$ cat config.mk
export PLATFORM = sky130hd
export DESIGN_NAME = aeru_queue
export DESIGN_NICKNAME = d
export VERILOG_FILES = /design/src/sv/aeru_pkg.sv /design/src/sv/aeru_queue.sv
export SDC_FILE = /design/constraint.sdc
export NUM_CORES = 1
export LEC_CHECK = 0
export BUFFER_PORTS_ARGS = -buffer_cell sky130_fd_sc_hd__buf_4
export CORE_ASPECT_RATIO = 0.5
export CORE_MARGIN = 5
export CORE_UTILIZATION = 30
export CTS_CLUSTER_DIAMETER = 100
export CTS_CLUSTER_SIZE = 12
export DETAILED_ROUTE_END_ITERATION = 10
export PLACE_DENSITY = 0.51
export SLEW_MARGIN = 20
export SYNTH_ARGS = -nofsm -noshare
export SYNTH_HDL_FRONTEND = slang
export SYNTH_SLANG_ARGS = --single-unit
$ cat constraint.sdc
create_clock -name i_clk -period 3.81 [get_ports i_clk]
set_clock_uncertainty 0.1 [all_clocks]
set_input_delay 0.1905 -clock i_clk [delete_from_list [all_inputs] [get_ports i_clk]]
set_output_delay 0.1905 -clock i_clk [all_outputs]
set_load 0.05 [all_outputs]
$ cat src/sv/aeru_pkg.sv
// Shared types, operation codes and status codes of the adjacency edge remove/undo unit.
`default_nettype none

package aeru_pkg;

    // Field widths of one transaction on either channel
    localparam int OP_W   = 3;
    localparam int VTX_W  = 10;
    localparam int SLOT_W = 12;
    localparam int DEG_W  = 9;
    localparam int STAT_W = 2;

    // Raw operation codes as they arrive on the request channel
    localparam logic [OP_W-1:0] CODE_SET    = 3'd0;
    localparam logic [OP_W-1:0] CODE_WRITE  = 3'd1;
    localparam logic [OP_W-1:0] CODE_REMOVE = 3'd2;
    localparam logic [OP_W-1:0] CODE_UNDO   = 3'd3;
    localparam logic [OP_W-1:0] CODE_QUERY  = 3'd4;

    // Status codes of the response channel
    localparam logic [STAT_W-1:0] ST_OK        = 2'd0;
    localparam logic [STAT_W-1:0] ST_NOT_FOUND = 2'd1;
    localparam logic [STAT_W-1:0] ST_EMPTY     = 2'd2;
    localparam logic [STAT_W-1:0] ST_FULL      = 2'd3;

    // Classified operation carried through the queue
    typedef enum logic [2:0] {
        OP_SET,
        OP_WRITE,
        OP_REMOVE,
        OP_UNDO,
        OP_QUERY,
        OP_NONE
    } t_op;

    // One queued request, fields already reduced into range
    typedef struct packed {
        t_op               op;
        logic [VTX_W-1:0]  u;
        logic [VTX_W-1:0]  v;
        logic [SLOT_W-1:0] slot;
        logic [SLOT_W-1:0] part;
        logic [DEG_W-1:0]  deg;
    } t_item;

    // Back-end sequencer states
    typedef enum logic [4:0] {
        S_IDLE,
        S_VRD_U,
        S_VRD_V,
        S_VCAP,
        S_SCAN,
        S_ENDRED,
        S_ULOAD,
        S_SW1,
        S_SW2,
        S_SW3,
        S_SW4,
        S_LINK1,
        S_LINK2,
        S_FIX1,
        S_FIX2,
        S_DEG1,
        S_DEG2,
        S_PUSH,
        S_RESP
    } t_bstate;

    // Map a raw code onto the classified operation
    function automatic t_op decode_op(input logic [OP_W-1:0] code);
        t_op op;
        case (code)
            CODE_SET:    op = OP_SET;
            CODE_WRITE:  op = OP_WRITE;
            CODE_REMOVE: op = OP_REMOVE;
            CODE_UNDO:   op = OP_UNDO;
            CODE_QUERY:  op = OP_QUERY;
            default:     op = OP_NONE;
        endcase
        return op;
    endfunction

endpackage

`default_nettype wire

$ cat src/sv/aeru_queue.sv
// Two-entry queue between the front end and the back end.
`default_nettype none

module aeru_queue (
    input  logic            i_clk,
    input  logic            i_rst_n,
    input  logic            i_push,
    input  aeru_pkg::t_item i_item,
    output logic            o_full,
    input  logic            i_pop,
    output logic            o_valid,
    output aeru_pkg::t_item o_item
);
    import aeru_pkg::*;

    t_item      r_mem [2];
    logic       r_wp;
    logic       r_rp;
    logic [1:0] r_cnt;

    assign o_full  = r_cnt == 2'd2;
    assign o_valid = r_cnt != 2'd0;
    assign o_item  = r_mem[r_rp];

    // Advance pointers and occupancy
    always_ff @(posedge i_clk) begin
        if (!i_rst_n) begin
            r_wp  <= 1'b0;
            r_rp  <= 1'b0;
            r_cnt <= 2'd0;
        end else begin
            if (i_push) begin
                r_wp <= !r_wp;
            end
            if (i_pop) begin
                r_rp <= !r_rp;
            end
            if (i_push && !i_pop) begin
                r_cnt <= r_cnt + 2'd1;
            end else if (i_pop && !i_push) begin
                r_cnt <= r_cnt - 2'd1;
            end
        end
    end

    // Store entries
    always_ff @(posedge i_clk) begin
        if (i_push) begin
            r_mem[r_wp] <= i_item;
        end
    end

endmodule

`default_nettype wire

==> flow_summary.json, run 1 <==
{
  "arrival_ns": 2.29,
  "cp_cell_sequence": "buf_4 > mux2_2 > buf_4",
  "nFillCells": 1204,
  "ios": 118,
  "timing.slew.headroom_pct": 40.0,
  "drt-vias-per-instance": 4.08,
  "cts.htree.levels": 4,
  "syn_to_final_growth_pct": 52.1,
  "via_count_of_the_first_global_routing_pass": 2793,
  "initial_utilization_pct": 31.1,
  "core_region_area_um2": 13700,
  "p_sw_share_pct": 24.9,
  "dieHeight_um": 94.4,
  "synth_top_cell_area_share_pct": 78.7,
  "clk-insertion-delay-late_ns": 0.40,
  "finalSetupViolCount": 0,
  "clock-sinks": 117,
  "first_iter_violations": 64,
  "cts_inserted_buffers": 17,
  "part_of_the_yosys_area_used_for_sequential_elements_pct": 81.1,
  "static-leakage-power_uw": 0.00246,
  "global_route.usage.met2_pct": 20.9,
  "unrepaired_setup_endpoints_after_global_routing": "false",
  "track_usage_pct": 11.1,
  "critical_path.endpoint_type": "primary output",
  "grt-busiest-layer": "met2",
  "finish.utilization_pct": 47.3,
  "ys_async_sr_fraction_pct": 0,
  "p_switching_uw": 880,
  "cts_hold_buffers": 57,
  "post_cts_buffers": 0,
  "cellPowerDensity_nw_per_um2": 544,
  "post_synth_num_cell_types": 18,
  "num_rows": 30,
  "irDropWorstVdd_uv": 297,
  "final_common_cell": "buf_4",
  "global_routing_met3_resource_utilization_pct": 3.52,
  "synth.net_count": 257,
  "design_power_total_uw": 3540,
  "worst_path_largest_cell_delay_ns": 0.80,
  "antenna_cells": 0,
  "synth_top_cell_by_area": "edfxtp_1",
  "dpl.hpwl_mm": 6.01,
  "final_layout_size_suffix_gt1_share_pct": 51.9,
  "postSynth.topFlopCell": "edfxtp_1",
  "grt_start_max_net_pins": 32,
  "critPathBufInv": 2,
  "design.final.nets": 447,
  "timing.final.max_slew_violations": 0,
  "internal_power_uw": 2660,
  "overflow": 0,
  "firstDrtPassIters": 4,
  "critPathKind": "register to primary output",
  "clock_tree_from_tritoncts": "built",
  "ys_warn_count": 0,
  "worst_setup_hold_path_clk_slew_ns": 0.05,
  "finalSetupTns_ns": 0,
  "hold_class": "input port to register",
  "worst_path_max_delay_cell": "dfxtp_2",
  "worst_pin_slew_ns": 0.898,
  "antenna_found_initial": 0,
  "remaining_drc_errors": 0,
  "cp_max_fo": 31,
  "max-cap-violations": 0,
  "clock_path_buffers": 2,
  "critPathTopFamily": "flip-flops",
  "worstHoldStart": "i_push",
  "clock_tree.root_cell": "clkbuf_16",
  "comb_power_share_pct": 16.6,
  "floorplan.die.width_um": 179,
  "post_cts_resized": 0,
  "synth-seq-cells": 117,
  "status": "completed",
  "cpMostUsedCell": "buf_4",
  "layout.cells.most_common_list": "119 x buf_4, 112 x edfxtp_1, 57 x dlygate4sd3_1, 56 x mux2_2, 18 x clkbuf_16",
  "routed_wirelength_mm": 9.03,
  "final_critical_path_share_of_the_clock_period_pct": 67.8,
  "placement.io_buffers": 117,
  "global_route.usage.met1_pct": 11.2,
  "die_area_um2": 16900,
  "drt-wirelength-per-cell_um": 15.3,
  "pwr-share-seq_pct": 42.9,
  "power.clock.fraction_pct": 40.5,
  "max_clock_freq_mhz": 387,
  "r2r_start": "r_wp$_SDFFE_PN0P_",
  "synth_top_cells_by_area": "edfxtp_1 79%, mux2_2 15%, dfxtp_1 2.3%",
  "synth-edff-count": 112,
  "crit_required_ns": 3.52,
  "detailroute.via_count": 2409,
  "crit_path_launch_type": "register",
  "postSynthAreaPerCell_um2": 21.8,
  "finalHoldViolations": 0,
  "place.gp.congestion": 0.628,
  "summed_instance_area_of_the_synthesized_netlist_um2": 4270,
  "postRouteAntennaNets": 0,
  "final.min_clock_period_ns": 2.58,
  "synthesis.instances": 196,
  "global_route_wire_length_before_repair_mm": 13.8
}
## registers in the layout (all words and copies together) (netlist names), named ones only
name / flops
r_rp: 1
r_cnt: 2
r_wp: 1
r_mem: 112
## path summary, 6_finish.rpt
check | endpoint | slack (ns) | cells past startpoint
setup / recovery | o_item[20] | 1.23 | 3
hold / removal | r_wp$_SDFFE_PN0P_ | 0.03 | 3
setup reg to reg | r_mem[1][7]$_DFFE_PP_ | 1.81 | 2
hold reg to reg | r_cnt[1]$_SDFFE_PN0P_ | 0.41 | 2
## worst register-to-register path, stage by stage, from the launching register on
cell,delay [ns]
dfxtp_1,0.38
and2_2,0.61
buf_4,0.53
## power by group through the flow
stage          clock network [uW]  registers, uW  logic, uW
4_1_cts                      1480           1520        596
3_5_place_dp                    0           1540        547
2_1_floorplan                   0           1530        377
6_report                     1430           1520        587
5_1_grt                      1540           1520        615
3_3_place_gp                    0           1540        539
## logic make-up (layout without fill, tap and decap cells)
group / Yosys count / count (layout) / share of synthesized area (%)
simple gates: 9 / 9 / 1.38
flops: 117 / 117 / 81.1
mux: 56 / 56 / 14.8
fa+ha+maj: 1 / 1 / 0.293
xor+xnor: 3 / 3 / 0.615
buf+inv: 7 / 210 / 1.43
compound gates: 3 / 3 / 0.469
## per-stage QoR
step	std cells	area, um^2	worst slack (ns)	hold WS, ns
floorplan	196	4270	0.409	0.189
CTS	591	6500	1.17	0.0124
global placement	502	5380	1.64	0.276
finish	591	6500	1.23	0.0277
global route	591	6500	1.08	0.0143
detailed placement	502	5380	1.60	0.279
## Yosys cell counts (2+ instances only)
master    count
edfxtp_1    112
mux2_2       56
dfxtp_1       5
and2_1        4
buf_6         4
nor2b_1       2
xor2_1        2
## per-layer routing
metal	wire [um]	up-vias
met3	350	14
li1	-	1148
met1	3300	1203
met4	135	0
met5	0	-
met2	5240	44
## area by class of cell
class                      instances  area [um^2]  area share, %
sequential                       117         3460           53.3
multi-input combinational         72          757           11.7
tap                              192          240           3.70
clock inverter                     4         20.0          0.308
clock buffer                      28          528           8.13
timing repair buffer             177         1480           22.8
inverter                           1         3.75         0.0578
Note: power is estimated with default switching activity, not from simulation.
==> run 2: changes to the inputs <==
--- a/config.mk
+++ b/config.mk
@@ -5,6 +5,7 @@
 export SDC_FILE = /design/constraint.sdc
 export NUM_CORES = 1
 export LEC_CHECK = 0
+export ABC_AREA = 1
 export BUFFER_PORTS_ARGS = -buffer_cell sky130_fd_sc_hd__buf_4
 export CORE_ASPECT_RATIO = 0.5
 export CORE_MARGIN = 5
@@ -12,7 +13,7 @@
 export CTS_CLUSTER_DIAMETER = 100
 export CTS_CLUSTER_SIZE = 12
 export DETAILED_ROUTE_END_ITERATION = 10
-export PLACE_DENSITY = 0.51
+export PLACE_DENSITY = 0.52
 export SLEW_MARGIN = 20
 export SYNTH_ARGS = -nofsm -noshare
 export SYNTH_HDL_FRONTEND = slang
==> constraint.sdc (replaced) <==
create_clock -name i_clk -period 2.3 [get_ports i_clk]
set_clock_uncertainty 0.1 [all_clocks]
set_input_delay 0.115 -clock i_clk [delete_from_list [all_inputs] [get_ports i_clk]]
set_output_delay 0.115 -clock i_clk [all_outputs]
set_load 0.05 [all_outputs]
==> run 2 against run 1 <==
  * First-iteration DRC count increased by 130%
  * Final cell count increased by 3.9%
  * Highest routed layer unchanged
  * Sequential share of layout area decreased by 2.5 points
  * Worst setup slack got worse by 0.86 ns
  * Utilization decreased by 0.12 points
  * Flip-flop and latch count unchanged
  * Clock-buffer cell count decreased by 10
==> flow_summary.json, run 2 <==
{
  "status": "completed",
  "critical_path.endpoint_type": "primary output",
  "worst_pin_slew_ns": 0.388,
  "p_sw_share_pct": 22.8,
  "synthesis.instances": 209,
  "critPathTopFamily": "flip-flops",
  "detailroute.via_count": 2462,
  "postSynth.topFlopCell": "edfxtp_1",
  "internal_power_uw": 4870,
  "synth-seq-cells": 117,
  "finalSetupViolCount": 0,
  "comb_power_share_pct": 15.0,
  "setup_ws_ns": 0.370,
  "postRouteAntennaNets": 0,
  "timing.critical_path.depth": 3,
  "summed_instance_area_of_the_synthesized_netlist_um2": 4430,
  "ys_warn_count": 0,
  "die_area_um2": 17500,
  "drt-wirelength-per-cell_um": 14.6,
  "power.clock.fraction_pct": 45.2,
  "ys_async_sr_fraction_pct": 0,
  "dieHeight_um": 96.0,
  "arrival_ns": 1.72,
  "worst_path_largest_cell_delay_ns": 0.51,
  "post_synth_num_cell_types": 14,
  "detailedPlace.worstSlack_ns": 0.747,
  "design.final.nets": 465,
  "cts_inserted_buffers": 17,
  "final_layout_size_suffix_gt1_share_pct": 49.5,
  "num_rows": 31,
  "final.min_clock_period_ns": 1.93,
  "syn_to_final_growth_pct": 54.0,
  "hold_class": "input port to register",
  "synth_top_cell_area_share_pct": 75.9,
  "r2r.worst_path.cells": 5,
  "yosys-top-cells-count": "112 x edfxtp_1, 40 x mux2_4, 16 x mux2_2, 9 x nand2_1",
  "p_switching_uw": 1430,
  "finalSetupTns_ns": 0,
  "timing.final.max_slew_violations": 0,
  "final_common_cell": "buf_4",
  "part_of_the_yosys_area_used_for_sequential_elements_pct": 78.1,
  "finish.utilization_pct": 47.2,
  "min_delay_path_depth": 3,
  "clock_tree.root_cell": "clkbuf_16",
  "max-cap-violations": 0,
  "via_count_of_the_first_global_routing_pass": 2851,
  "critPathKind": "register to primary output",
  "design_power_total_uw": 6300,
  "cp_cell_sequence": "buf_12 > mux2_2 > buf_4",
  "grt_start_max_net_pins": 50,
  "firstDrtPassIters": 4,
  "nFillCells": 1254,
  "final_critical_path_share_of_the_clock_period_pct": 83.9,
  "antenna_found_initial": 0,
  "track_usage_pct": 10.6,
  "synth_top_cells_by_area": "edfxtp_1 76%, mux2_4 14%, mux2_2 4.1%",
  "cts.htree.levels": 4,
  "antenna_cells": 0,
  "cellPowerDensity_nw_per_um2": 923,
  "synth-edff-count": 112,
  "synth_top_cell_by_area": "edfxtp_1",
  "dpl.hpwl_mm": 5.92,
  "flip_flop_count_of_the_largest_register_all_copies_and_words_added": 112,
  "clock_path_buffers": 2,
  "worst_setup_hold_path_clk_slew_ns": 0.05,
  "global_route_wire_length_before_repair_mm": 14.2,
  "placement.io_buffers": 117,
  "initial_utilization_pct": 30.6,
  "place.gp.congestion": 0.731,
  "overflow": 0,
  "registers.top_by_ff_count": "r_mem",
  "remaining_drc_errors": 0,
  "critPathBufInv": 2,
  "crit_path_launch_type": "register",
  "crit_required_ns": 2.09,
  "post_cts_buffers": 0,
  "drt-vias-per-instance": 4.01,
  "finalHoldViolations": 0,
  "unrepaired_setup_endpoints_after_global_routing": "false",
  "seqCellArea_um2": 3470,
  "static-leakage-power_uw": 0.00271,
  "postSynthAreaPerCell_um2": 21.2,
  "synth.most_common_cell": "edfxtp_1",
  "multiInputGateArea_um2": 886,
  "synth.net_count": 270,
  "cp_max_fo": 25,
  "ios": 118,
  "first_iter_violations": 144,
  "layout.cells.most_common_list": "119 x buf_4, 112 x edfxtp_1, 60 x dlygate4sd3_1, 40 x mux2_4, 17 x clkbuf_16",
  "clock-sinks": 117,
  "worst_path_max_delay_cell": "dfxtp_4",
  "hold-worst-slack_ns": 0.0334,
  "irDropWorstVdd_uv": 451,
  "timing.slew.headroom_pct": 74.1,
  "routed_wirelength_mm": 8.97,
  "core_region_area_um2": 14500,
  "clk-insertion-delay-late_ns": 0.39,
  "pwr-share-seq_pct": 39.8,
  "max_clock_freq_mhz": 518,
  "clock_tree_from_tritoncts": "built",
  "biggestRegsByFlops": "r_mem: 112 flops, r_cnt: 2 flops",
  "floorplan.die.width_um": 182
}
## run 2: layer usage
layer / up-vias / wire length [um] / track usage, %
li1: 1198 / - / -
met1: 1220 / 3360 / 10.6
met2: 37 / 5240 / 21.1
met3: 7 / 288 / 2.91
met4: 0 / 80 / 4.31
met5: - / 0 / 0
## run 2: path summary, 6_finish.rpt
kind	from	endpoint	slack, ns
setup / recovery	register	o_item[1]	0.37
hold / removal	i_push	r_cnt[0]$_SDFFE_PN0P_	0.03
setup reg to reg	r_wp$_SDFFE_PN0P_	r_wp$_SDFFE_PN0P_	0.38
hold reg to reg	r_rp$_SDFFE_PN0P_	r_rp$_SDFFE_PN0P_	0.42
## run 2: power by group through the flow
stage | clock network [uW] | registers (uW) | logic (uW)
finish | 2850 | 2500 | 945
CTS | 2920 | 2510 | 960
global route | 3040 | 2510 | 995
floorplan | 0 | 2530 | 596
global placement | 0 | 2540 | 857
detailed placement | 0 | 2550 | 873
## run 2: metrics by stage
stage	area, um^2	std cells
after floorplan	4440	209
after global placement	5580	523
after detailed placement	5580	523
after CTS	6830	614
after global routing	6830	614
final	6830	614
## run 2: repair_timing
action                    in CTS  in global routing
hold buffers                  60                  0
resized for setup              0                  0
hold endpoints to repair     117                  0
## run 2: cell type report
cell class	count	area share (%)
clock buffer	18	6.29
multi-input combinational	78	13.0
clock inverter	13	3.10
timing repair buffer	182	22.8
sequential	117	50.8
inverter	8	0.440
tap	198	3.63
## run 2: cell families (layout without fill, tap and decap cells)
logic type	count (synthesis)	count (layout)	synth area share, %
DFF	117	117	78.1
muxes	56	56	17.6
and+or+nand+nor	19	19	1.69
buffers and inverters	14	221	2.06
AOI/OAI and AO/OA	2	2	0.226
adders and majority gates	1	1	0.282
## run 2: worst reg2reg max path, stage by stage (launching register included)
cell	delay [ns]
dfxtp_1	0.39
nand2_1	0.11
nand2_1	0.07
dlygate4sd3_1	0.55
nor2_1	0.04
dlygate4sd3_1	0.55
