File: config.mk
export PLATFORM = sky130hd
export DESIGN_NAME = aeru_front_flat
export DESIGN_NICKNAME = d
export VERILOG_FILES = /design/src/sv/aeru_pkg.sv /design/src/sv/aeru_if.sv /design/src/sv/aeru_front.sv /design/src/flat_wrapper.sv
export SDC_FILE = /design/constraint.sdc
export NUM_CORES = 1
export LEC_CHECK = 0
export BUFFER_PORTS_ARGS = -buffer_cell sky130_fd_sc_hd__buf_2
export CORE_ASPECT_RATIO = 1.25
export CORE_MARGIN = 1.5
export CORE_UTILIZATION = 43
export CTS_CLUSTER_SIZE = 20
export DETAILED_ROUTE_END_ITERATION = 8
export PLACE_DENSITY = 0.82
export RECOVER_POWER = 50
export SYNTH_ARGS = -nofsm -noshare
export SYNTH_HDL_FRONTEND = slang
export SYNTH_SLANG_ARGS = --single-unit
export TNS_END_PERCENT = 5
File: constraint.sdc
create_clock -name i_clk -period 8.25 [get_ports i_clk]
set_input_delay 2.0625 -clock i_clk [delete_from_list [all_inputs] [get_ports i_clk]]
set_output_delay 2.0625 -clock i_clk [all_outputs]
set_load 0.1 [all_outputs]
File: src/sv/aeru_pkg.sv
// Shared types, operation codes and status codes of the adjacency edge remove/undo unit.
`default_nettype none

package aeru_pkg;

    // Field widths of one transaction on either channel
    localparam int OP_W   = 3;
    localparam int VTX_W  = 10;
    localparam int SLOT_W = 12;
    localparam int DEG_W  = 9;
    localparam int STAT_W = 2;

    // Raw operation codes as they arrive on the request channel
    localparam logic [OP_W-1:0] CODE_SET    = 3'd0;
    localparam logic [OP_W-1:0] CODE_WRITE  = 3'd1;
    localparam logic [OP_W-1:0] CODE_REMOVE = 3'd2;
    localparam logic [OP_W-1:0] CODE_UNDO   = 3'd3;
    localparam logic [OP_W-1:0] CODE_QUERY  = 3'd4;

    // Status codes of the response channel
    localparam logic [STAT_W-1:0] ST_OK        = 2'd0;
    localparam logic [STAT_W-1:0] ST_NOT_FOUND = 2'd1;
    localparam logic [STAT_W-1:0] ST_EMPTY     = 2'd2;
    localparam logic [STAT_W-1:0] ST_FULL      = 2'd3;

    // Classified operation carried through the queue
    typedef enum logic [2:0] {
        OP_SET,
        OP_WRITE,
        OP_REMOVE,
        OP_UNDO,
        OP_QUERY,
        OP_NONE
    } t_op;

    // One queued request, fields already reduced into range
    typedef struct packed {
        t_op               op;
        logic [VTX_W-1:0]  u;
        logic [VTX_W-1:0]  v;
        logic [SLOT_W-1:0] slot;
        logic [SLOT_W-1:0] part;
        logic [DEG_W-1:0]  deg;
    } t_item;

    // Back-end sequencer states
    typedef enum logic [4:0] {
        S_IDLE,
        S_VRD_U,
        S_VRD_V,
        S_VCAP,
        S_SCAN,
        S_ENDRED,
        S_ULOAD,
        S_SW1,
        S_SW2,
        S_SW3,
        S_SW4,
        S_LINK1,
        S_LINK2,
        S_FIX1,
        S_FIX2,
        S_DEG1,
        S_DEG2,
        S_PUSH,
        S_RESP
    } t_bstate;

    // Map a raw code onto the classified operation
    function automatic t_op decode_op(input logic [OP_W-1:0] code);
        t_op op;
        case (code)
            CODE_SET:    op = OP_SET;
            CODE_WRITE:  op = OP_WRITE;
            CODE_REMOVE: op = OP_REMOVE;
            CODE_UNDO:   op = OP_UNDO;
            CODE_QUERY:  op = OP_QUERY;
            default:     op = OP_NONE;
        endcase
        return op;
    endfunction

endpackage

`default_nettype wire

File: src/sv/aeru_if.sv
// Request and response channel interfaces of the adjacency edge remove/undo unit.
`default_nettype none

interface aeru_req_if;
    import aeru_pkg::*;
    logic              valid;
    logic              ready;
    logic [OP_W-1:0]   operation;
    logic [VTX_W-1:0]  vertex_u;
    logic [VTX_W-1:0]  vertex_v;
    logic [SLOT_W-1:0] slot_index;
    logic [SLOT_W-1:0] partner_slot;
    logic [DEG_W-1:0]  degree;

    modport source (
        output valid, operation, vertex_u, vertex_v, slot_index, partner_slot, degree,
        input  ready
    );
    modport sink (
        input  valid, operation, vertex_u, vertex_v, slot_index, partner_slot, degree,
        output ready
    );
endinterface


`default_nettype wire

File: src/sv/aeru_front.sv
// Front end: accepts request transactions, reduces indexes into range and classifies them.
`default_nettype none

module aeru_front #(
    parameter int VERTICES = 1024,
    parameter int SLOTS    = 4096
) (
    input  logic           i_clk,
    input  logic           i_rst_n,
    aeru_req_if.sink       i_req,
    input  logic           i_q_full,
    output logic           o_push,
    output aeru_pkg::t_item o_item
);
    import aeru_pkg::*;

    logic  r_busy;
    t_item r_item;
    logic  w_accept;
    logic  w_u_hi, w_v_hi, w_s_hi, w_p_hi;
    logic  w_done;

    // Take a new transaction only when the holding stage is free
    assign i_req.ready = !r_busy;
    assign w_accept    = i_req.valid && !r_busy;

    // Fields still at or above their modulus
    assign w_u_hi = 32'(r_item.u) >= 32'(VERTICES);
    assign w_v_hi = 32'(r_item.v) >= 32'(VERTICES);
    assign w_s_hi = 32'(r_item.slot) >= 32'(SLOTS);
    assign w_p_hi = 32'(r_item.part) >= 32'(SLOTS);
    assign w_done = !(w_u_hi || w_v_hi || w_s_hi || w_p_hi);

    // Hand the reduced item to the queue
    assign o_push = r_busy && w_done && !i_q_full;
    assign o_item = r_item;

    // Hold flag
    always_ff @(posedge i_clk) begin
        if (!i_rst_n) begin
            r_busy <= 1'b0;
        end else if (w_accept) begin
            r_busy <= 1'b1;
        end else if (o_push) begin
            r_busy <= 1'b0;
        end
    end

    // Capture, then subtract the modulus until every index is in range
    always_ff @(posedge i_clk) begin
        if (w_accept) begin
            r_item.op   <= decode_op(i_req.operation);
            r_item.u    <= i_req.vertex_u;
            r_item.v    <= i_req.vertex_v;
            r_item.slot <= i_req.slot_index;
            r_item.part <= i_req.partner_slot;
            r_item.deg  <= i_req.degree;
        end else if (r_busy) begin
            if (w_u_hi) begin
                r_item.u <= r_item.u - VTX_W'(VERTICES);
            end
            if (w_v_hi) begin
                r_item.v <= r_item.v - VTX_W'(VERTICES);
            end
            if (w_s_hi) begin
                r_item.slot <= r_item.slot - SLOT_W'(SLOTS);
            end
            if (w_p_hi) begin
                r_item.part <= r_item.part - SLOT_W'(SLOTS);
            end
        end
    end

endmodule

`default_nettype wire

File: src/flat_wrapper.sv
// flat-port wrapper written by rule: the top's interface ports become plain ports
module aeru_front_flat import aeru_pkg::*;
#(
    parameter int VERTICES = 1024,
    parameter int SLOTS    = 4096
)
  (i_clk, i_rst_n, i_q_full, o_push, o_item, i_req_valid, i_req_operation, i_req_vertex_u, i_req_vertex_v, i_req_slot_index, i_req_partner_slot, i_req_degree, i_req_ready);
  aeru_req_if i_req_i ();
  input  logic i_clk;
  input  logic i_rst_n;
  input  logic i_q_full;
  output logic o_push;
  output aeru_pkg::t_item o_item;
  input wire logic [$bits(i_req_i.valid)-1:0] i_req_valid;
  input wire logic [$bits(i_req_i.operation)-1:0] i_req_operation;
  input wire logic [$bits(i_req_i.vertex_u)-1:0] i_req_vertex_u;
  input wire logic [$bits(i_req_i.vertex_v)-1:0] i_req_vertex_v;
  input wire logic [$bits(i_req_i.slot_index)-1:0] i_req_slot_index;
  input wire logic [$bits(i_req_i.partner_slot)-1:0] i_req_partner_slot;
  input wire logic [$bits(i_req_i.degree)-1:0] i_req_degree;
  output wire logic [$bits(i_req_i.ready)-1:0] i_req_ready;
  assign i_req_i.valid = i_req_valid;
  assign i_req_i.operation = i_req_operation;
  assign i_req_i.vertex_u = i_req_vertex_u;
  assign i_req_i.vertex_v = i_req_vertex_v;
  assign i_req_i.slot_index = i_req_slot_index;
  assign i_req_i.partner_slot = i_req_partner_slot;
  assign i_req_i.degree = i_req_degree;
  assign i_req_ready = i_req_i.ready;
  aeru_front #(.VERTICES(VERTICES), .SLOTS(SLOTS)) u_core (.i_clk(i_clk), .i_rst_n(i_rst_n), .i_req(i_req_i), .i_q_full(i_q_full), .o_push(o_push), .o_item(o_item));
endmodule
==> reports/qor.txt, run 1 <==
Setup Skew -> 0.00605 ns
CTS H-tree lvls -> 3
Crit Path Class -> primary input to primary output
Fmax -> 0.212 GHz
HP Class -> register to register
WL/cell -> 13.9 um
Row cnt -> 25
I/O Pins -> 118
Max_cap viols -> 0
CP max FO -> 2
Number of nets still failing antenna checks after routing -> 0
Critical path's top delay family -> buffers and inverters
Largest net degree at the start of global routing -> 41
Seq pwr share -> 0.445
NumNets Final -> 253
Worst slew margin -> 0.0280
Crit path required time -> 6.19 ns
Power share of the combinational group -> 0.209
Die W -> 60.0 um
CTS Sinks -> 57
Synth Area in Compound Gates -> 0.00860
Area growth syn-to-layout -> 49.1%
Simple-gate share of the synthesized area -> 0.0129
Clock Tree Buf Depth -> 2
Syn nets -> 125
Worst-Skew Late Latency -> 0.32 ns
CTS root buf -> clkbuf_8
Drt total wl -> 3510 um
Clock share of power -> 0.346
Yosys reg bits -> 57
Global-route wire length before repair -> 4590 um
Post-CTS sizing -> 0
Drt via density -> 4.35
RSZ-0062 raised after global routing -> no
Inserted Diodes -> 0
Placed cells -> 236
Setup_tns -> 0 ns
Syn Area/Cell -> 26.9 um^2
P_leak -> 1.11 nW
CP most frequent cell -> buf_2
GR Overflow Total -> 0
Initial DRC count -> 19
Fin. Hold Viols -> 0
Internal -> 0.532 mW
Overall power -> 0.772 mW
CTS hold repair buffers -> 0
Final setup viols -> 0
Aggregate global-route resource usage -> 0.155
Worst path max stage delay -> 0.42 ns
Area of the multi-input gates -> 37.5 um^2
Seq/Total Area, Yosys -> 0.974
CTS tree -> done
Post-Syn Instances -> 65
Sw Pwr -> 0.240 mW
Routability congestion estimate from global placement -> 0.651
Post-synthesis mux area share -> 0
CP bufs+invs -> 2
Worst Setup Start Kind -> primary input
Largest family of logic cells by synthesized area -> simple AND/OR/NAND/NOR gates
Hold WS -> 0.614 ns
Mapped cell area -> 0.00175 mm^2
Sw Ratio -> 0.310
Worst IR drop on VDD -> 0.000162 V
Clk pin slew, worst setup/hold paths -> 0.06 ns
Core Region -> 0.00385 mm^2
Synth Area in XOR/XNOR -> 0
Fin crit share -> 0.572
Adder-cell share of the synthesized area -> 0
Vias -> 1096
DRT Pass-1 Iters -> 4
Drt drc -> 0
Synth warnings -> 0
Count of input and output buffers -> 117
Non-filler cells, final -> 252
Worst-Margin Slew -> 1.45 ns
Worst EP arrival -> 2.66 ns
Post-CTS setup buffers -> 0
Initial antenna violation count -> 1
Register area -> 0.00170 mm^2
Critical Path, Cell by Cell -> buf_2 > nor2_1 > buf_2
Via count of the first global-routing pass -> 1065
DIE AREA -> 0.00446 mm^2
Min Clock Period, post-route -> 4.72 ns
Total CTS buffers -> 9
Share of cells above drive strength 1 -> 0.606
Starting density of the core -> 0.454
Crit path max-delay cell type -> buf_2
Die height -> 74.3 um
Status -> complete, no violations
Power Dens Cells -> 296 mW/mm^2
Worst setup EP type -> primary output
Max Slew Vio Count -> 0
Synth unique cells -> 9
Fillcell total -> 275
state kept, by name, summed over array words and instances, names as in the netlist:
name,flops
u_core.o_item,56
u_core.r_busy,1
kinds of logic (layout without fill, tap and decap cells):
group           count (synthesis)  count (layout)
simple gates                    4               4
compound gates                  2               2
flops                          57              57
buf+inv                         2             135
layout by cell type (no fill, tap or decap):
cell	synthesis	routed
buf_2	0	104
and2_1	1	1
o21a_1	1	1
clkbuf_8	0	13
nor2_1	1	1
nor2b_1	2	2
inv_1	1	1
clkinv_2	0	1
clkbuf_1	1	14
dfxtp_1	1	1
edfxtp_1	56	56
buf_4	0	1
bufinv_16	0	1
a21o_1	1	1
worst min-delay path, cell delays in order, from the launching register on:
cell,delay (ns)
dfxtp_1,0.35
and2_1,0.14
o21a_1,0.10
power groups by stage:
| stage | sequential [mW] | clock, mW | combinational [mW] |
|---|---|---|---|
| floorplan | 0.472 | 0 | 0.0113 |
| global placement | 0.349 | 0 | 0.161 |
| detailed placement | 0.350 | 0 | 0.163 |
| CTS | 0.344 | 0.275 | 0.163 |
| global route | 0.345 | 0.284 | 0.165 |
| finish | 0.344 | 0.267 | 0.161 |
Yosys cell counts (all sizes together):
cell type	n	area share
o21a	1	0.0043
a21o	1	0.0043
nor2	1	0.0021
inv	1	0.0021
and2	1	0.0036
clkbuf	1	0.0021
nor2b	2	0.0072
edfxtp	56	0.96
dfxtp	1	0.011
final timing paths:
path	cells after the start	start	to	slack, ns
max	3	i_q_full	o_push	3.53
min	2	u_core.r_busy	u_core.r_busy	0.61
min reg2reg	2	u_core.r_busy	u_core.r_busy	0.61
max reg2reg	2	u_core.r_busy	u_core.o_item[4]	5.85
through the flow:
step | cell area (um^2) | utilization | setup WS, ns
after floorplan | 1750 | - | 2.87
after global placement | 2410 | 0.627 | 3.52
final | 2610 | 0.677 | 3.53
after global routing | 2610 | 0.677 | 3.51
after detailed placement | 2410 | 0.627 | 3.53
after CTS | 2630 | 0.683 | 3.52
area by class of cell:
cell class                 instances  area share
sequential                        57       0.653
clock buffer                      14      0.0701
clock inverter                     2      0.0134
multi-input combinational          6      0.0144
tap                               54      0.0259
inverter                           1     0.00144
timing repair buffer             118       0.221
layer usage:
layer / vias up / wire (um) / track usage
li1: 510 / - / -
met1: 524 / 1100 / 0.128
met2: 52 / 2050 / 0.286
met3: 8 / 288 / 0.0696
met4: 2 / 64 / 0.0963
met5: - / 12 / 0
(Power assumes the default switching activity.)
==> run 2, diff against run 1 <==
ABC_AREA = 1   (was not set)
CORE_UTILIZATION = 40   (was 43)
PLACE_DENSITY = 0.77   (was 0.82)
clock period = 4.5 ns   (was 8.25 ns; I/O delays follow)
==> run 2 against run 1 <==
The run now ends with max-capacitance violations, max-slew violations left. Count of clock-buffer cells in the layout is 5 lower. First-iteration DRC count increased by 26%. Via count increased by 0.36%.
==> reports/qor.txt, run 2 <==
Syn Area/Cell -> 25.1 um^2 (-6.6%)
Worst Setup Start Kind -> primary input
CP max FO -> 30 (+28)
Worst IR drop on VDD -> 0.000400 V (+150%)
Post-synth top area share -> 0.957 (-0.00549)
Worst path max stage delay -> 1.47 ns (+1.05 ns)
Initial antenna violation count -> 0 (-1)
NumNets Final -> 258 (+2.0%)
Most frequent cells in the layout -> buf_2 (113), edfxtp_1 (56), clkbuf_8 (9)
Cell type with the largest total area after synthesis -> edfxtp_1
Worst-Skew Late Latency -> 0.33 ns (about the same)
CTS tree -> done
Synth warnings -> 0 (unchanged)
Max reg flops -> 56 (unchanged)
Fmax -> 0.302 GHz
GR Overflow Total -> 0 (unchanged)
Util after Layout -> 0.623 (-0.0539)
Row cnt -> 26 (+4.0%)
Final instance area -> 0.00259 mm^2 (-0.38%)
Largest net degree at the start of global routing -> 31 (-24%)
Post-CTS sizing -> 0 (unchanged)
Post-Syn Instances -> 70 (+7.7%)
Vias -> 1100 (+0.36%)
Failing checks -> max-capacitance violations, max-slew violations
Fillcell total -> 326 (+19%)
RSZ-0062 raised after global routing -> no
Starting density of the core -> 0.422 (-0.0321)
Crit path max-delay cell type -> nor2_1
Most common cell in the netlist -> edfxtp_1
Count of input and output buffers -> 117 (unchanged)
Via count of the first global-routing pass -> 1051 (-1.3%)
Min Clock Period, post-route -> 3.31 ns
CTS Sinks -> 57 (unchanged)
Fin crit share -> 0.736
Worst-Margin Slew -> 2.01 ns (+0.554 ns)
Die W -> 62.3 um (+3.8%)
Worst slew margin -> -0.344 (-0.372)
DIE AREA -> 0.00480 mm^2 (+7.7%)
Area growth syn-to-layout -> 47.7%
DRT Pass-1 Iters -> 3 (-1)
P_leak -> 1.14 nW (+2.5%)
Synth top area cells -> edfxtp_1 (96%), dfxtp_1 (1.1%), inv_1 (1.1%)
Global-route wire length before repair -> 4870 um (+6.2%)
Critical Path, Cell by Cell -> buf_2 > inv_1 > nor2_1 > buf_4
Number of nets still failing antenna checks after routing -> 0 (unchanged)
RR Startpoint -> u_core.r_busy
CTS H-tree lvls -> 3 (unchanged)
Max Slew Vio Count -> 28 (+28)
HP Class -> register to register
Fin. Hold Viols -> 0 (unchanged)
Synth top cells by count -> edfxtp_1 (56), inv_1 (5), nor2_1 (3)
Final setup viols -> 0 (unchanged)
Worst setup EP type -> register
Overall power -> 1.36 mW (+76%)
Setup_tns -> 0 ns (unchanged)
Area of the multi-input gates -> 32.5 um^2 (-13%)
Hold Crit Start -> u_core.r_busy
Register area -> 0.00170 mm^2 (unchanged)
Dpl hpwl -> 2430 um
Commonest non-fill, non-tap cell in the layout -> buf_2
Power Dens Cells -> 524 mW/mm^2 (+77%)
CTS root buf -> clkbuf_8
Clk pin slew, worst setup/hold paths -> 0.06 ns (about the same)
Post-synth EDFFs -> 56 (unchanged)
Setup Skew -> 0.00350 ns (-0.00255 ns)
Routability congestion estimate from global placement -> 0.678 (+4.0%)
Drt total wl -> 3290 um (-6.2%)
Yosys reg bits -> 57 (unchanged)
Crit Path Class -> primary input to register
Syn nets -> 130 (+4.0%)
Post-CTS setup buffers -> 0 (unchanged)
I/O Pins -> 118 (unchanged)
Asr flop ratio synth -> 0 (unchanged)
Die height -> 77.1 um (+3.8%)
Drt via density -> 4.26 (-2.0%)
CTS hold repair buffers -> 0 (unchanged)
Share of cells above drive strength 1 -> 0.644 (+0.0375)
Hold WS -> 0.558 ns (-0.0555 ns)
Worst EP arrival -> 3.30 ns (+0.64 ns)
Mapped cell area -> 0.00176 mm^2 (+0.57%)
Max_cap viols -> 1 (+1)
Crit path required time -> 4.49 ns (-1.70 ns)
Seq/Total Area, Yosys -> 0.969 (-0.00555)
Cell area after placement -> 0.00242 mm^2 (+0.52%)
Inserted Diodes -> 0 (unchanged)
Initial DRC count -> 24 (+5)
Clock Tree Buf Depth -> 2 (unchanged)
Synth unique cells -> 8 (-1)
Critical Path Source -> i_req_valid
Core Region -> 0.00416 mm^2 (+8.2%)
Total CTS buffers -> 9 (unchanged)
Aggregate global-route resource usage -> 0.146 (-0.00881)
Leading register cell type out of synthesis -> edfxtp_1
WL/cell -> 12.8 um (-8.3%)
Status -> complete, but fails checks
Drt drc -> 0 (unchanged)
[run 2: cell count changes after synthesis, sizes merged]
cell,change
nor2b,-2
o21a,-1
nor2,+3
and2,-1
inv,+4
nand2,+2
[run 2: final timing paths]
check                                        end  slack, ns  depth (start not counted)
worst max-delay path            u_core.o_item[2]       1.19                          4
worst min-delay path               u_core.r_busy       0.56                          2
worst max register to register  u_core.o_item[2]       1.76                          2
worst min register to register     u_core.r_busy       0.56                          2
[run 2: final cells by class]
type | instances | area share
flip-flops and latches | 57 | 0.656
repair buffers | 118 | 0.227
clock buffers | 9 | 0.0477
well taps | 56 | 0.0270
clock inverters | 6 | 0.0231
multi-input cells | 7 | 0.0125
inverters | 5 | 0.00723
[run 2: power breakdown]
group          leakage, nW  switching (mW)  internal [mW]  total, mW
clock               0.0909           0.186          0.249      0.434
sequential           0.544         0.00709          0.623      0.630
combinational        0.502           0.257         0.0390      0.296
[run 2: kinds of logic (layout without fill, tap and decap cells)]
| kind of cell | Yosys count | after routing | share of synthesized area |
|---|---|---|---|
| AOI/OAI and AO/OA | 1 | 1 | 0.00428 |
| buffers and inverters | 6 | 138 | 0.0128 |
| DFF | 57 | 57 | 0.969 |
| and+or+nand+nor | 6 | 6 | 0.0142 |
[run 2: per-stage QoR]
stage                     setup WS [ns]  cells
after floorplan                   0.513     70
after global placement             1.53    243
after detailed placement           1.53    243
after CTS                          1.53    258
after global routing              0.945    258
final                              1.19    258
[run 2: critical path, delay by kind of cell]
family                 cells  cell delay, ns
buffers and inverters      3            0.69
and+or+nand+nor            1            1.47
[run 2: layer usage]
layer / track usage / wire [um] / up-vias
met5: 0 / 0 / -
met4: 0.113 / 88 / 0
met3: 0.0924 / 478 / 9
met2: 0.223 / 1560 / 81
met1: 0.140 / 1170 / 488
li1: - / - / 522
